<file path="config.mk">
export PLATFORM = sky130hd
export DESIGN_NAME = sgs_mul
export DESIGN_NICKNAME = d
export VERILOG_FILES = /design/src/hdl/sgs_pkg.sv /design/src/hdl/sgs_mul.sv
export SDC_FILE = /design/constraint.sdc
export NUM_CORES = 2
export LEC_CHECK = 0
export ABC_AREA = 1
export BUFFER_PORTS_ARGS = -buffer_cell sky130_fd_sc_hd__buf_2
export CAP_MARGIN = 40
export CORE_MARGIN = 10
export CORE_UTILIZATION = 30
export CTS_CLUSTER_SIZE = 14
export DETAILED_ROUTE_END_ITERATION = 16
export PLACE_DENSITY = 0.52
export SYNTH_ARGS = -nofsm -noshare
export SYNTH_HDL_FRONTEND = slang
export SYNTH_SLANG_ARGS = --single-unit
</file>
<file path="constraint.sdc">
create_clock -name clock -period 13.45 [get_ports clock]
set_clock_uncertainty 0.15 [all_clocks]
set_input_delay 0.6725 -clock clock [delete_from_list [all_inputs] [get_ports clock]]
set_output_delay 0.6725 -clock clock [all_outputs]
set_load 0.02 [all_outputs]
</file>
<file path="src/hdl/sgs_pkg.sv">
package sgs_pkg;

   // Request codes
   typedef enum logic [1:0] {
      ACT_LOAD  = 2'd0,
      ACT_STEP  = 2'd1,
      ACT_QUERY = 2'd2,
      ACT_NONE  = 2'd3
   } action_type;

   // Control register indexes
   localparam int CSR_BITS      = 3;
   localparam int CSR_DATA_BITS = 48;

   typedef enum logic [CSR_BITS-1:0] {
      CSR_TIME      = 3'd0,
      CSR_FIELD     = 3'd1,
      CSR_POTENTIAL = 3'd2,
      CSR_SCHEME    = 3'd3,
      CSR_GRID_X    = 3'd4,
      CSR_GRID_Y    = 3'd5
   } csr_index_type;

   // Rounding shift of the shared multiplier
   typedef enum logic [2:0] {
      SH_FIELD,   // 28 fraction bits
      SH_POT,     // 48 fraction bits
      SH_TIME,    // 24 fraction bits
      SH_DENS,    // 30 fraction bits
      SH_RAW      // plain low 64 bits, no rounding
   } mul_shift_type;

   // Multiply operations issued by the sequencer
   typedef enum logic [3:0] {
      OP_G,    // potential weight for the point
      OP_FR,   // field term, real
      OP_FI,   // field term, imaginary
      OP_PR,   // potential term, real
      OP_PI,   // potential term, imaginary
      OP_TR,   // time scaling, real
      OP_TI,   // time scaling, imaginary
      OP_DR,   // corner density, real square
      OP_DI    // corner density, imaginary square
   } op_type;

   localparam logic signed [63:0] SAT_LIM = 64'sd1 <<< 61;

   // Saturate an intermediate to +-2^61
   function automatic logic signed [63:0] clamp_lim(input logic signed [63:0] v);
      if (v > SAT_LIM) begin
         return SAT_LIM;
      end
      if (v < -SAT_LIM) begin
         return -SAT_LIM;
      end
      return v;
   endfunction

endpackage

</file>
<file path="src/hdl/sgs_mul.sv">
module sgs_mul (
   input  logic                   clock,
   input  logic                   reset,
   input  logic                   start,
   input  logic signed [63:0]     a,
   input  logic [63:0]            b,
   input  logic                   bneg,
   input  sgs_pkg::mul_shift_type shift,
   output logic                   done,
   output logic signed [63:0]     result
);
   import sgs_pkg::*;

   logic                 busy_ff, busy_in;
   logic                 fin_ff, fin_in;
   logic                 done_ff, done_in;
   logic [1:0]           cnt_ff, cnt_in;
   logic [63:0]          am_ff, am_in;
   logic [63:0]          b_ff, b_in;
   logic [127:0]         acc_ff, acc_in;
   logic                 neg_ff, neg_in;
   mul_shift_type        sh_ff, sh_in;
   logic signed [63:0]   res_ff, res_in;

   logic [31:0]          ah, bh;
   logic [63:0]          pp;
   logic [127:0]         pp_sh;
   logic [127:0]         q;

   always_comb begin
      busy_in = busy_ff;
      fin_in  = 1'b0;
      done_in = 1'b0;
      cnt_in  = cnt_ff;
      am_in   = am_ff;
      b_in    = b_ff;
      acc_in  = acc_ff;
      neg_in  = neg_ff;
      sh_in   = sh_ff;
      res_in  = res_ff;

      // Select one 32x32 partial product
      ah = cnt_ff[1] ? am_ff[63:32] : am_ff[31:0];
      bh = cnt_ff[0] ? b_ff[63:32] : b_ff[31:0];
      pp = 64'(ah) * 64'(bh);
      case (cnt_ff)
         2'd0:    pp_sh = 128'(pp);
         2'd3:    pp_sh = 128'(pp) << 64;
         default: pp_sh = 128'(pp) << 32;
      endcase

      // Round half away from zero, then drop fraction bits (SH_RAW: low 64 bits, no rounding)
      unique case (sh_ff)
         SH_FIELD: q = (acc_ff + (128'(1) << 27)) >> 28;
         SH_POT:   q = (acc_ff + (128'(1) << 47)) >> 48;
         SH_TIME:  q = (acc_ff + (128'(1) << 23)) >> 24;
         SH_DENS:  q = (acc_ff + (128'(1) << 29)) >> 30;
         SH_RAW:   q = 128'(acc_ff[63:0]);
         default:  q = 128'(acc_ff[63:0]);
      endcase
      if (sh_ff != SH_RAW && q > 128'(SAT_LIM)) begin
         q = 128'(SAT_LIM);
      end

      if (start) begin
         // Latch operands in sign-magnitude form
         am_in   = a[63] ? 64'(-a) : 64'(a);
         b_in    = b;
         neg_in  = a[63] ^ bneg;
         sh_in   = shift;
         acc_in  = '0;
         cnt_in  = 2'd0;
         busy_in = 1'b1;
      end else if (busy_ff) begin
         // Accumulate partial products
         acc_in = acc_ff + pp_sh;
         cnt_in = cnt_ff + 2'd1;
         if (cnt_ff == 2'd3) begin
            busy_in = 1'b0;
            fin_in  = 1'b1;
         end
      end else if (fin_ff) begin
         res_in  = neg_ff ? -signed'(q[63:0]) : signed'(q[63:0]);
         done_in = 1'b1;
      end
   end

   always_ff @(posedge clock) begin
      if (reset) begin
         busy_ff <= 1'b0;
         fin_ff  <= 1'b0;
         done_ff <= 1'b0;
      end else begin
         busy_ff <= busy_in;
         fin_ff  <= fin_in;
         done_ff <= done_in;
      end
      cnt_ff <= cnt_in;
      am_ff  <= am_in;
      b_ff   <= b_in;
      acc_ff <= acc_in;
      neg_ff <= neg_in;
      sh_ff  <= sh_in;
      res_ff <= res_in;
   end

   assign done   = done_ff;
   assign result = res_ff;

endmodule

</file>
==> impl_results.md <==
* Status: finished clean
* Ys flop type: edfxtp_1
* I/O Buffers at 199
* DRC errors left at 0
* DR iter-0 viols at 9368
* Worst EP required at 13910 ps
* Share of cells above drive strength 1 at 0.08909
* Hold Path Class: in -> reg
* Count leader, synth: nand2_1
* Die H at 502.0 um
* Leading area contributor after synthesis: fa_1
* Die Area at 0.2520 mm^2
* H-tree levels at 2
* Cell variety after synth at 65
* Vias at 72940
* Routed vias/inst at 5.384
* Critical path's top delay family: adder cells
* Crit path arrival time at 13540 ps
* Core ar. at 0.2306 mm^2
* Row Count at 176
* Root buf cell: clkbuf_16
* Post-synth ARST share at 0
* Final Net Count at 11930
* Slowest stage delay, CP at 590 ps
* Worst slew pin tran at 998.9 ps
* Clock sink count at 329
* Post-DP HPWL at 327800 um
* Cells after Synth at 10180
* Worst Setup End Kind: register
* Most common library cells after synthesis: 2126 x nand2_1, 1894 x inv_1, 1573 x nor2_1
* Pre-antenna DRT Iters at 8
* Initial antenna violation count at 28
* #FFs+latches synth at 329
* Wire per inst at 28.42 um
* Startpoint Class: register
* Crit Path Category: reg -> reg
* Post-synth EDFFs at 196
* Worst skew pair latency at 720 ps
* Period utilization at 0.9726
* Max FO, Critical Path at 14
* RePlAce Congestion at 1.069
* I/O pin cnt at 200
* Die W at 502.0 um
* Slowest stage cell, crit path: xnor2_1
* Area delta synth->final at 12.02%
* Syn nets at 11620
* Max-Cap Viols at 0
* Normalized max-slew margin at 0.3290
* Synthesized area per cell at 6.845 um^2
* Synth top area share at 0.2576
* Reg clk slew, reported paths at 60 ps
* Clock Tree Buf Depth at 3
* Sequential share of the synthesized area at 0.1226
* Worst setup margin at 368.1 ps
* DRT antenna net count at 0
* Grt ovf at 0
* Post-Syn Area at 0.06970 mm^2
* Post-route minimum period at 13080 ps
* Worst Path Buf+Inv at 11
* R2R Setup Slk at 370 ps
* Post-Place Setup Slack at 93.54 ps
* Final Hold Fails at 0
* TritonCTS clock tree: built
* Largest cells by area after synthesis: fa_1 26%, nand2_1 11%, inv_1 10%
* CTS Buf Count at 43
* Number of setup violations in the final report at 0
* Initial Util at 0.3023
* Number of global-route vias before repair at 70570
* RSZ-0062 raised after global routing: true
* Drt total wl at 385000 um
* Total GRT Usage at 0.2958
* Largest net degree at the start of global routing at 123
* Synth Warn # at 0
* Pins Over Slew Limit at 0
* Fmax at 76.44 MHz
* First-pass GRT wire length at 538200 um
through the flow:
step	TNS [ps]	utilization	area (um^2)	cells	hold WS, ps
finish	0	0.3387	78080	13550	41.12
global route	0	0.3386	78080	13550	18.46
CTS	0	0.3382	77980	13540	1.704
detailed placement	0	0.3299	76060	13420	301.6
global placement	-182.4	0.3283	75690	13390	300.1
floorplan	0	-	69700	10180	269.8
path summary, 6_finish.rpt:
kind / cells after the start / from / end
setup / recovery: 45 / cnt_ff[0]$_SDFFE_PP0P_ / acc_ff[112]$_SDFFE_PP0P_
setup reg to reg: 45 / cnt_ff[0]$_SDFFE_PP0P_ / acc_ff[112]$_SDFFE_PP0P_
hold reg to reg: 2 / fin_ff$_SDFF_PP0_ / done$_SDFF_PP0_
hold / removal: 1 / b[17] / b_ff[17]$_DFFE_PP_
repair_timing:
item	CTS	global route
endpoints found under the hold margin	49	0
setup buffers	0	1
endpoints found under the setup margin	0	16
resized for setup	0	10
hold buffers	47	0
sequential cells by signal, summed over array words and instances (netlist names):
signal	flops
cnt_ff	2
result	64
done	1
am_ff	64
neg_ff	1
busy_ff	1
fin_ff	1
acc_ff	128
b_ff	64
sh_ff	3
worst reg2reg max path: cells and delay by family (launching register included):
family	cells	cell delay [ps]
AO/OA/AOI/OAI	15	4330
adder cells (fa/ha/maj)	10	4540
AND/OR/NAND/NOR	7	1140
flip-flops	1	500
XOR/XNOR	2	950
buffers and inverters	11	1440
per-layer routing:
layer  vias up  track usage  routed length (um)
met5         -            0                  91
met1     36260       0.4332              171000
met4        14       0.1081               17490
met2      3962       0.4273              157100
li1      32110            -                   -
met3       592      0.05818               39310
logic make-up (layout without fill, tap and decap cells):
kind of cell,count (synthesis),after routing,synth area share
and+or+nand+nor,4606,4606,0.2753
adders and majority gates,1302,1302,0.3303
AOI/OAI and AO/OA,1310,1310,0.1037
xor gates and xnor gates,335,335,0.04209
buffers and inverters,2301,2636,0.1260
DFF,329,329,0.1226
other,0,3,0
placed cells by master, fill, tap and decap left out, types with 53 or more instances in the layout:
cell type     n
a21oi_1     470
a31oi_1      89
buf_2       206
buf_4       308
clkinv_1     53
dfxtp_1     130
edfxtp_1    196
fa_1        897
ha_1        405
inv_1      1890
nand2_1    2125
nand3_1     470
nand4_1      84
nor2_1     1573
nor2_2       63
nor3_1       73
o21ai_0     407
o21ai_1      75
o22ai_1      58
or2_2        69
xnor2_1     105
xor2_1      227
final cells by class:
type,instances,area (um^2)
diodes,3,7.507
clock buffers,51,1157
clock inverters,23,295.3
fillers,25160,152500
inverters,1980,7446
multi-input cells,7553,52620
flip-flops and latches,329,8552
well taps,3026,3786
repair buffers,581,4207
repair inverters,1,7.507
Power is not shown: default switching activity piles up to over one toggle a cycle in this logic, so the estimate is an artifact.
